[config.mk]
export PLATFORM = sky130hd
export DESIGN_NAME = step_counting_acceptance
export DESIGN_NICKNAME = d
export VERILOG_FILES = /design/src/rtl/sca_pkg.sv /design/src/rtl/sca_ctrl.sv /design/src/rtl/sca_dp.sv /design/src/rtl/step_counting_acceptance.sv
export SDC_FILE = /design/constraint.sdc
export NUM_CORES = 1
export LEC_CHECK = 0
export BUFFER_PORTS_ARGS = -buffer_cell sky130_fd_sc_hd__buf_4
export CAP_MARGIN = 10
export CORE_MARGIN = 10
export CORE_UTILIZATION = 43
export DETAILED_ROUTE_END_ITERATION = 7
export PLACE_DENSITY_LB_ADDON = 0.15
export SLEW_MARGIN = 5
export SYNTH_ARGS = -nofsm -noshare
export SYNTH_HDL_FRONTEND = slang
export SYNTH_SLANG_ARGS = --single-unit
export TNS_END_PERCENT = 20
[constraint.sdc]
create_clock -name clock -period 18.07 [get_ports clock]
set_input_delay 1.807 -clock clock [delete_from_list [all_inputs] [get_ports clock]]
set_output_delay 1.807 -clock clock [all_outputs]
set_load 0.01 [all_outputs]
[src/rtl/sca_pkg.sv]
package sca_pkg;

   localparam int COST_WIDTH_DEF = 24;
   localparam int STEP_WIDTH_DEF = 32;

   localparam int CSR_INDEX_WIDTH = 2;
   localparam int CSR_DATA_WIDTH  = 32;

   localparam int LIMIT_WIDTH   = 16;
   localparam int MODE_WIDTH    = 3;
   localparam int MIN_IDLE_WIDTH = 32;
   localparam int FRAC_WIDTH    = 16;
   localparam int SCOUNT_WIDTH  = 17;

   localparam logic [CSR_INDEX_WIDTH-1:0] CSR_COUNTER_LIMIT  = 2'd0;
   localparam logic [CSR_INDEX_WIDTH-1:0] CSR_COUNT_MODE     = 2'd1;
   localparam logic [CSR_INDEX_WIDTH-1:0] CSR_MIN_IDLE_STEPS = 2'd2;
   localparam logic [CSR_INDEX_WIDTH-1:0] CSR_IDLE_FRACTION  = 2'd3;

   localparam logic [LIMIT_WIDTH-1:0]    COUNTER_LIMIT_RST  = 16'd1000;
   localparam logic [MODE_WIDTH-1:0]     COUNT_MODE_RST     = 3'd1;
   localparam logic [MIN_IDLE_WIDTH-1:0] MIN_IDLE_STEPS_RST = 32'd10000;
   localparam logic [FRAC_WIDTH-1:0]     IDLE_FRACTION_RST  = 16'd10;

   localparam logic OP_START     = 1'b0;
   localparam logic OP_CANDIDATE = 1'b1;

   localparam int MODE_EVERY    = 0;
   localparam int MODE_ACCEPTED = 1;
   localparam int MODE_IMPROVED = 2;

   typedef struct packed {
      logic load;
      logic div_step;
      logic out_load;
   } cmd_type;

   typedef struct packed {
      logic div_last;
   } status_type;

endpackage

[src/rtl/sca_ctrl.sv]
module sca_ctrl
   import sca_pkg::*;
(
   input  logic       clock,
   input  logic       reset,
   input  logic       req_valid,
   output logic       req_ready,
   output logic       rsp_valid,
   input  logic       rsp_ready,
   input  status_type status,
   output cmd_type    cmd
);

   localparam logic [1:0] ST_IDLE = 2'd0;
   localparam logic [1:0] ST_DIV  = 2'd1;
   localparam logic [1:0] ST_DONE = 2'd2;

   logic [1:0] state_ff, state_in;
   logic       rsp_valid_ff, rsp_valid_in;
   logic       out_free;

   assign out_free  = !rsp_valid_ff || rsp_ready;
   assign req_ready = (state_ff == ST_IDLE) && !reset;
   assign rsp_valid = rsp_valid_ff;

   always_comb begin
      state_in     = state_ff;
      cmd          = '0;
      rsp_valid_in = rsp_valid_ff && !rsp_ready;
      case (state_ff)
         ST_IDLE: begin
            if (req_valid) begin
               cmd.load = 1'b1;
               state_in = ST_DIV;
            end
         end
         ST_DIV: begin
            cmd.div_step = 1'b1;
            if (status.div_last) begin
               state_in = ST_DONE;
            end
         end
         ST_DONE: begin
            if (out_free) begin
               cmd.out_load = 1'b1;
               rsp_valid_in = 1'b1;
               state_in     = ST_IDLE;
            end
         end
         default: begin
            state_in = ST_IDLE;
         end
      endcase
   end

   always_ff @(posedge clock) begin
      if (reset) begin
         state_ff     <= ST_IDLE;
         rsp_valid_ff <= 1'b0;
      end else begin
         state_ff     <= state_in;
         rsp_valid_ff <= rsp_valid_in;
      end
   end

endmodule

[src/rtl/sca_dp.sv]
module sca_dp
   import sca_pkg::*;
#(
   parameter int COST_WIDTH = COST_WIDTH_DEF,
   parameter int STEP_WIDTH = STEP_WIDTH_DEF
) (
   input  logic                       clock,
   input  logic                       reset,
   input  logic                       csr_write,
   input  logic [CSR_INDEX_WIDTH-1:0] csr_index,
   input  logic [CSR_DATA_WIDTH-1:0]  csr_data,
   input  logic                       req_op,
   input  logic [COST_WIDTH-1:0]      req_cost,
   input  cmd_type                    cmd,
   output status_type                 status,
   output logic                       rsp_accepted,
   output logic                       rsp_improved,
   output logic                       rsp_bound_refreshed,
   output logic [COST_WIDTH-1:0]      rsp_current_cost_out,
   output logic [COST_WIDTH-1:0]      rsp_cost_bound_out,
   output logic                       rsp_keep_running
);

   localparam int CNT_WIDTH = (STEP_WIDTH > 1) ? $clog2(STEP_WIDTH) : 1;
   localparam int CMP_WIDTH = (STEP_WIDTH > MIN_IDLE_WIDTH) ? STEP_WIDTH : MIN_IDLE_WIDTH;

   // configuration
   logic [LIMIT_WIDTH-1:0]    limit_ff;
   logic [MODE_WIDTH-1:0]     mode_ff;
   logic [MIN_IDLE_WIDTH-1:0] min_idle_ff;
   logic [FRAC_WIDTH-1:0]     frac_ff;

   // search state
   logic [COST_WIDTH-1:0]   cur_ff, cur_in;
   logic [COST_WIDTH-1:0]   bound_ff, bound_in;
   logic [SCOUNT_WIDTH-1:0] scount_ff, scount_in;
   logic [STEP_WIDTH-1:0]   idle_ff, idle_in;
   logic [STEP_WIDTH-1:0]   total_ff, total_in;
   logic                    acc_ff, acc_in;
   logic                    imp_ff, imp_in;
   logic                    refr_ff, refr_in;

   // serial divider
   logic [FRAC_WIDTH-1:0] rem_ff;
   logic [STEP_WIDTH-1:0] quo_ff;
   logic [CNT_WIDTH-1:0]  cnt_ff;
   logic [FRAC_WIDTH:0]   rem_shift;
   logic                  quo_bit;

   logic [SCOUNT_WIDTH+1:0] scount_sum;
   logic [1:0]              incr_a;
   logic                    keep_run;

   always_ff @(posedge clock) begin
      if (reset) begin
         limit_ff    <= COUNTER_LIMIT_RST;
         mode_ff     <= COUNT_MODE_RST;
         min_idle_ff <= MIN_IDLE_STEPS_RST;
         frac_ff     <= IDLE_FRACTION_RST;
      end else if (csr_write) begin
         case (csr_index)
            CSR_COUNTER_LIMIT:  limit_ff    <= csr_data[LIMIT_WIDTH-1:0];
            CSR_COUNT_MODE:     mode_ff     <= csr_data[MODE_WIDTH-1:0];
            CSR_MIN_IDLE_STEPS: min_idle_ff <= csr_data[MIN_IDLE_WIDTH-1:0];
            CSR_IDLE_FRACTION:  frac_ff     <= csr_data[FRAC_WIDTH-1:0];
            default: ;
         endcase
      end
   end

   always_comb begin
      cur_in    = cur_ff;
      bound_in  = bound_ff;
      scount_in = '0;
      idle_in   = '0;
      total_in  = '0;
      acc_in    = 1'b0;
      imp_in    = 1'b0;
      refr_in   = 1'b0;
      incr_a    = '0;
      scount_sum = '0;
      if (req_op == OP_START) begin
         cur_in   = req_cost;
         bound_in = req_cost;
      end else begin
         acc_in  = (req_cost < bound_ff) || (req_cost <= cur_ff);
         imp_in  = (req_cost < cur_ff);
         idle_in = imp_in ? '0 : ((idle_ff == '1) ? idle_ff : idle_ff + 1'b1);
         if (acc_in) begin
            cur_in = req_cost;
         end
         incr_a = {1'b0, imp_in && mode_ff[MODE_IMPROVED]}
                + {1'b0, acc_in && mode_ff[MODE_ACCEPTED]}
                + {1'b0, mode_ff[MODE_EVERY]};
         scount_sum = {2'b00, scount_ff} + {{SCOUNT_WIDTH{1'b0}}, incr_a};
         scount_in  = (scount_sum[SCOUNT_WIDTH+1:SCOUNT_WIDTH] != 2'b00) ? '1
                    : scount_sum[SCOUNT_WIDTH-1:0];
         if (scount_in >= {1'b0, limit_ff}) begin
            bound_in  = cur_in;
            scount_in = '0;
            refr_in   = 1'b1;
         end
         total_in = (total_ff == '1) ? total_ff : total_ff + 1'b1;
      end
   end

   assign rem_shift = {rem_ff, quo_ff[STEP_WIDTH-1]};
   assign quo_bit   = (rem_shift >= {1'b0, frac_ff});

   always_ff @(posedge clock) begin
      if (reset) begin
         cur_ff    <= '0;
         bound_ff  <= '0;
         scount_ff <= '0;
         idle_ff   <= '0;
         total_ff  <= '0;
      end else if (cmd.load) begin
         cur_ff    <= cur_in;
         bound_ff  <= bound_in;
         scount_ff <= scount_in;
         idle_ff   <= idle_in;
         total_ff  <= total_in;
      end
   end

   always_ff @(posedge clock) begin
      if (cmd.load) begin
         acc_ff  <= acc_in;
         imp_ff  <= imp_in;
         refr_ff <= refr_in;
         rem_ff  <= '0;
         quo_ff  <= total_in;
         cnt_ff  <= CNT_WIDTH'(STEP_WIDTH - 1);
      end else if (cmd.div_step) begin
         rem_ff <= quo_bit ? FRAC_WIDTH'(rem_shift - {1'b0, frac_ff})
                           : rem_shift[FRAC_WIDTH-1:0];
         quo_ff <= {quo_ff[STEP_WIDTH-2:0], quo_bit};
         cnt_ff <= cnt_ff - 1'b1;
      end
   end

   assign status.div_last = (cnt_ff == '0);

   assign keep_run = (CMP_WIDTH'(idle_ff) <= CMP_WIDTH'(min_idle_ff))
                  || (idle_ff <= quo_ff);

   always_ff @(posedge clock) begin
      if (cmd.out_load) begin
         rsp_accepted         <= acc_ff;
         rsp_improved         <= imp_ff;
         rsp_bound_refreshed  <= refr_ff;
         rsp_current_cost_out <= cur_ff;
         rsp_cost_bound_out   <= bound_ff;
         rsp_keep_running     <= keep_run;
      end
   end

endmodule

[src/rtl/step_counting_acceptance.sv]
// Acceptance unit for step counting hill climbing.
// Requests arrive on req_valid/req_ready with req_op and req_cost. A start
// request loads the cost into the current cost and the bound and clears the
// counters; a candidate request is judged against the current cost and bound.
// Each request yields exactly one response on rsp_valid/rsp_ready with the
// acceptance flags, the updated costs and the keep_running flag.
// Timing: a request is taken in the idle state, then the convergence test
// runs a restoring divide of total steps by idle_fraction, one quotient bit
// per cycle; the result is then registered when the output register is free.
// The response sits in an output register, so the next request is taken while
// the receiver stalls; its result waits in the datapath until the register frees.
// Reset restores the register defaults and clears costs and counters.
// csr_write/csr_index/csr_data write a register; the user must do so only while idle, the block does not enforce it.
module step_counting_acceptance
   import sca_pkg::*;
#(
   parameter int COST_WIDTH = COST_WIDTH_DEF,
   parameter int STEP_WIDTH = STEP_WIDTH_DEF
) (
   input  logic                       clock,
   input  logic                       reset,
   input  logic                       csr_write,
   input  logic [CSR_INDEX_WIDTH-1:0] csr_index,
   input  logic [CSR_DATA_WIDTH-1:0]  csr_data,
   input  logic                       req_valid,
   output logic                       req_ready,
   input  logic                       req_op,
   input  logic [COST_WIDTH-1:0]      req_cost,
   output logic                       rsp_valid,
   input  logic                       rsp_ready,
   output logic                       rsp_accepted,
   output logic                       rsp_improved,
   output logic                       rsp_bound_refreshed,
   output logic [COST_WIDTH-1:0]      rsp_current_cost_out,
   output logic [COST_WIDTH-1:0]      rsp_cost_bound_out,
   output logic                       rsp_keep_running
);

   cmd_type    cmd;
   status_type status;

   sca_ctrl u_ctrl (
      .clock     (clock),
      .reset     (reset),
      .req_valid (req_valid),
      .req_ready (req_ready),
      .rsp_valid (rsp_valid),
      .rsp_ready (rsp_ready),
      .status    (status),
      .cmd       (cmd)
   );

   sca_dp #(
      .COST_WIDTH (COST_WIDTH),
      .STEP_WIDTH (STEP_WIDTH)
   ) u_dp (
      .clock                (clock),
      .reset                (reset),
      .csr_write            (csr_write),
      .csr_index            (csr_index),
      .csr_data             (csr_data),
      .req_op               (req_op),
      .req_cost             (req_cost),
      .cmd                  (cmd),
      .status               (status),
      .rsp_accepted         (rsp_accepted),
      .rsp_improved         (rsp_improved),
      .rsp_bound_refreshed  (rsp_bound_refreshed),
      .rsp_current_cost_out (rsp_current_cost_out),
      .rsp_cost_bound_out   (rsp_cost_bound_out),
      .rsp_keep_running     (rsp_keep_running)
   );

endmodule
==> flow_summary.toml <==
[synth]
synth-async-reset-ratio_pct = 0
synth_area_leaders = "dfxtp_1 26%, edfxtp_1 16%, ha_1 11%, nand2_1 5.2%, a21oi_1 3.9%"
synth_edf_count = 87
ys.flop_type = "dfxtp_1"
ys_ff_latch = 307
post-synth-top-area-fraction_pct = 26.3
muxShareOfSynthArea_pct = 3.71
synth_simple_gate_area_share_pct = 18.0
synth_area_mm2 = 0.0168
synth_nets = 2080
yosys_warnings = 0
syn_inst = 1865
avgSynthCellArea_um2 = 8.99
synth_compound_area_share_pct = 15.5
synthXorXnorAreaFrac_pct = 3.71
synth-adder-area-share_pct = 11.4
yosysTopAreaCell = "dfxtp_1"
synthDistinctLibCells = 78
synth_seq_area_share_pct = 41.9
synth_top_family_by_area = "simple AND/OR/NAND/NOR gates"

[place]
dp_hpwl_mm = 32.5
io_buffers = 117
dp.cells = 2437
gp_congestion = 0.872

[timing]
worst_pin_slew_ns = 1.26
fin_tns_setup_ns = 0
rsz0062_at_grt = "false"
hold_viol_final = 0
slew_viol_final = 0
worst_clock_skew_ns = 0.0284
max_freq_ghz = 0.130
finalSetupViolCount = 0
relSlewSlack_pct = 15.4
finalCriticalPeriod_ns = 7.67
period_share_pct = 42.5

[drt]
drc = 0
drt-pass1-iter-count = 5
wl_per_cell_um = 17.9
dr_total_vias = 13500
drt_iter0_drc = 565
drt_wl_total_mm = 44.9
ant_nets = 0
vias_per_cell = 5.39

[critical_path]
worstSetupEndpointType = "flop"
crit_required_ns = 18.44
crit_path_max_fanout = 48
worstSetupPathType = "in -> reg"
reg2reg_depth = 27
cp-start-kind = "primary input"
crit_path_start = "req_cost[15]"
crit_arrival_ns = 8.05
crit_top_cell = "ha_1"
r2r_start = "u_dp.bound_ff[15]$_SDFFE_PP0P_"
crit_path_max_incr_delay_ns = 0.66
critPathSlowestCell = "or3_1"

[clock_network]
hold_buffers = 0
cts_setup_buffers = 0
clkLatencyLatePin_ns = 0.55
numCtsBuffers = 37
cts_num_sinks = 307
clock_path_buffers = 3
clk_pin_slew_ns = 0.06
htree_num_levels = 2
cts_tree = "yes"
ctsResizeCount = 0
root_buffer = "clkbuf_16"

[global_route]
grt_pass1_vias = 13300
grt_max_degree = 64
grt_overflow_total = 0
grt_pass1_wl_mm = 71.6
grtUsageTotal_pct = 18.7
grt_antenna_before_repair = 0

[flow_run]
drv_cap = 0

[finish]
nets = 2173
final-instance-count-excl-fill = 2504
layout_commonest_cell = "nand2_1"
syn_to_final_growth_pct = 15.3
diodes = 0
final_layout_size_suffix_gt1_share_pct = 12.3
final_cell_mix = "233 x nand2_1, 220 x dfxtp_1, 161 x inv_1, 148 x ha_1, 145 x nor2_1"

[floorplan]
die_area_mm2 = 0.0473
initial_core_util_pct = 43.5
row_count = 72
die_x_um = 217
die_h_um = 217
io_pins = 118
core_area_mm2 = 0.0386

[status]
status = "finished clean"

[worst_hold_path]
hold_class = "reg -> reg"
min_from = "u_dp.acc_ff$_SDFFCE_PN0P_"
min_path_cells = 0

[power]
vdd_drop_max_mv = 0.0956
leakagePower_nw = 7.85
power_density_mw_per_mm2 = 104
per-layer routing:
layer	up-vias	part of all wire (%)	track usage [%]
li1	6792	-	-
met1	6440	45	23.8
met2	207	49	32.0
met3	56	3.8	2.87
met4	0	2.2	5.29
met5	-	0	0
path summary, 6_finish.rpt:
check                                   end  slack, ns
max          u_dp.bound_ff[13]$_SDFFE_PP0P_      10.40
min             u_dp.rsp_accepted$_DFFE_PP_       0.42
max reg2reg  u_dp.bound_ff[13]$_SDFFE_PP0P_      11.40
min reg2reg     u_dp.rsp_accepted$_DFFE_PP_       0.42
cells in the mapped netlist (3+ instances only):
| library cell | number |
|---|---|
| nand4_1 | 55 |
| a211oi_1 | 10 |
| o21a_1 | 11 |
| nor2b_1 | 13 |
| and4_1 | 11 |
| and2_1 | 8 |
| a22o_1 | 17 |
| nor4_1 | 8 |
| mux2i_1 | 61 |
| o21ai_0 | 77 |
| nor2_1 | 148 |
| ha_1 | 148 |
| a21o_1 | 26 |
| fa_1 | 3 |
| o31ai_1 | 17 |
| or2_2 | 4 |
| a31oi_1 | 14 |
| o22ai_1 | 28 |
| clkbuf_1 | 60 |
| o211ai_1 | 24 |
| a211oi_2 | 20 |
| nand3_1 | 51 |
| nand2_1 | 233 |
| buf_2 | 10 |
| buf_4 | 6 |
| xnor2_1 | 29 |
| a21oi_1 | 131 |
| edfxtp_1 | 87 |
| or3_1 | 13 |
| inv_1 | 162 |
| nor3_1 | 30 |
| dfxtp_1 | 220 |
| nand2b_1 | 10 |
| and3_1 | 20 |
| xor2_1 | 42 |
through the flow:
stage	hold slack [ns]	instance area, um2	worst slack [ns]	power [mW]	utilization, %
global route	0.442	19300	9.92	2.12	50.1
CTS	0.423	19300	10.44	2.03	50.1
floorplan	0.400	16800	11.05	1.15	-
finish	0.422	19300	10.40	2.01	50.1
global placement	0.408	18100	10.17	1.25	46.9
detailed placement	0.408	18100	9.92	1.26	46.9
where the power goes:
group | switching (mW) | leakage (nW) | total (mW) | internal, mW
clock | 0.302 | 0.613 | 0.763 | 0.461
combinational | 0.263 | 4.62 | 0.459 | 0.196
sequential | 0.0272 | 2.63 | 0.783 | 0.756
critical path, delay by kind of cell:
| kind | cells | cell delay [ns] |
|---|---|---|
| compound gates | 7 | 1.23 |
| simple gates | 13 | 3.25 |
| buf+inv | 3 | 0.53 |
| fa+ha+maj | 4 | 1.20 |
registers in the layout, indices dropped and copies added (netlist names):
signal,count
u_ctrl.rsp_valid,1
u_ctrl.state_ff,2
u_dp.acc_ff,1
u_dp.bound_ff,24
u_dp.cnt_ff,5
u_dp.cur_ff,24
u_dp.frac_ff,16
u_dp.idle_ff,32
u_dp.imp_ff,1
u_dp.limit_ff,16
u_dp.min_idle_ff,32
u_dp.mode_ff,3
u_dp.quo_ff,32
u_dp.refr_ff,1
u_dp.rem_ff,16
u_dp.rsp_accepted,1
u_dp.rsp_bound_refreshed,1
u_dp.rsp_cost_bound_out,24
u_dp.rsp_current_cost_out,24
u_dp.rsp_improved,1
u_dp.rsp_keep_running,1
u_dp.scount_ff,17
u_dp.total_ff,32
final cells by class:
type                            instances  area [um2]
Clock buffer                           50        1030
Clock inverter                         17         203
Fill cell                            3703       19200
Inverter                              163         612
Multi-Input combinational cell       1315        8810
Sequential cell                       307        7020
Tap cell                              518         648
Timing Repair Buffer                  134        1010
logic make-up (layout without fill, tap and decap cells):
| kind of cell | after synthesis | count (layout) |
|---|---|---|
| adder cells (fa/ha/maj) | 151 | 151 |
| AND/OR/NAND/NOR | 630 | 630 |
| flip-flops | 307 | 307 |
| buffers and inverters | 243 | 364 |
| multiplexers | 62 | 62 |
| AO/OA/AOI/OAI | 401 | 401 |
| XOR/XNOR | 71 | 71 |
Power figures use the tool's default switching activity.
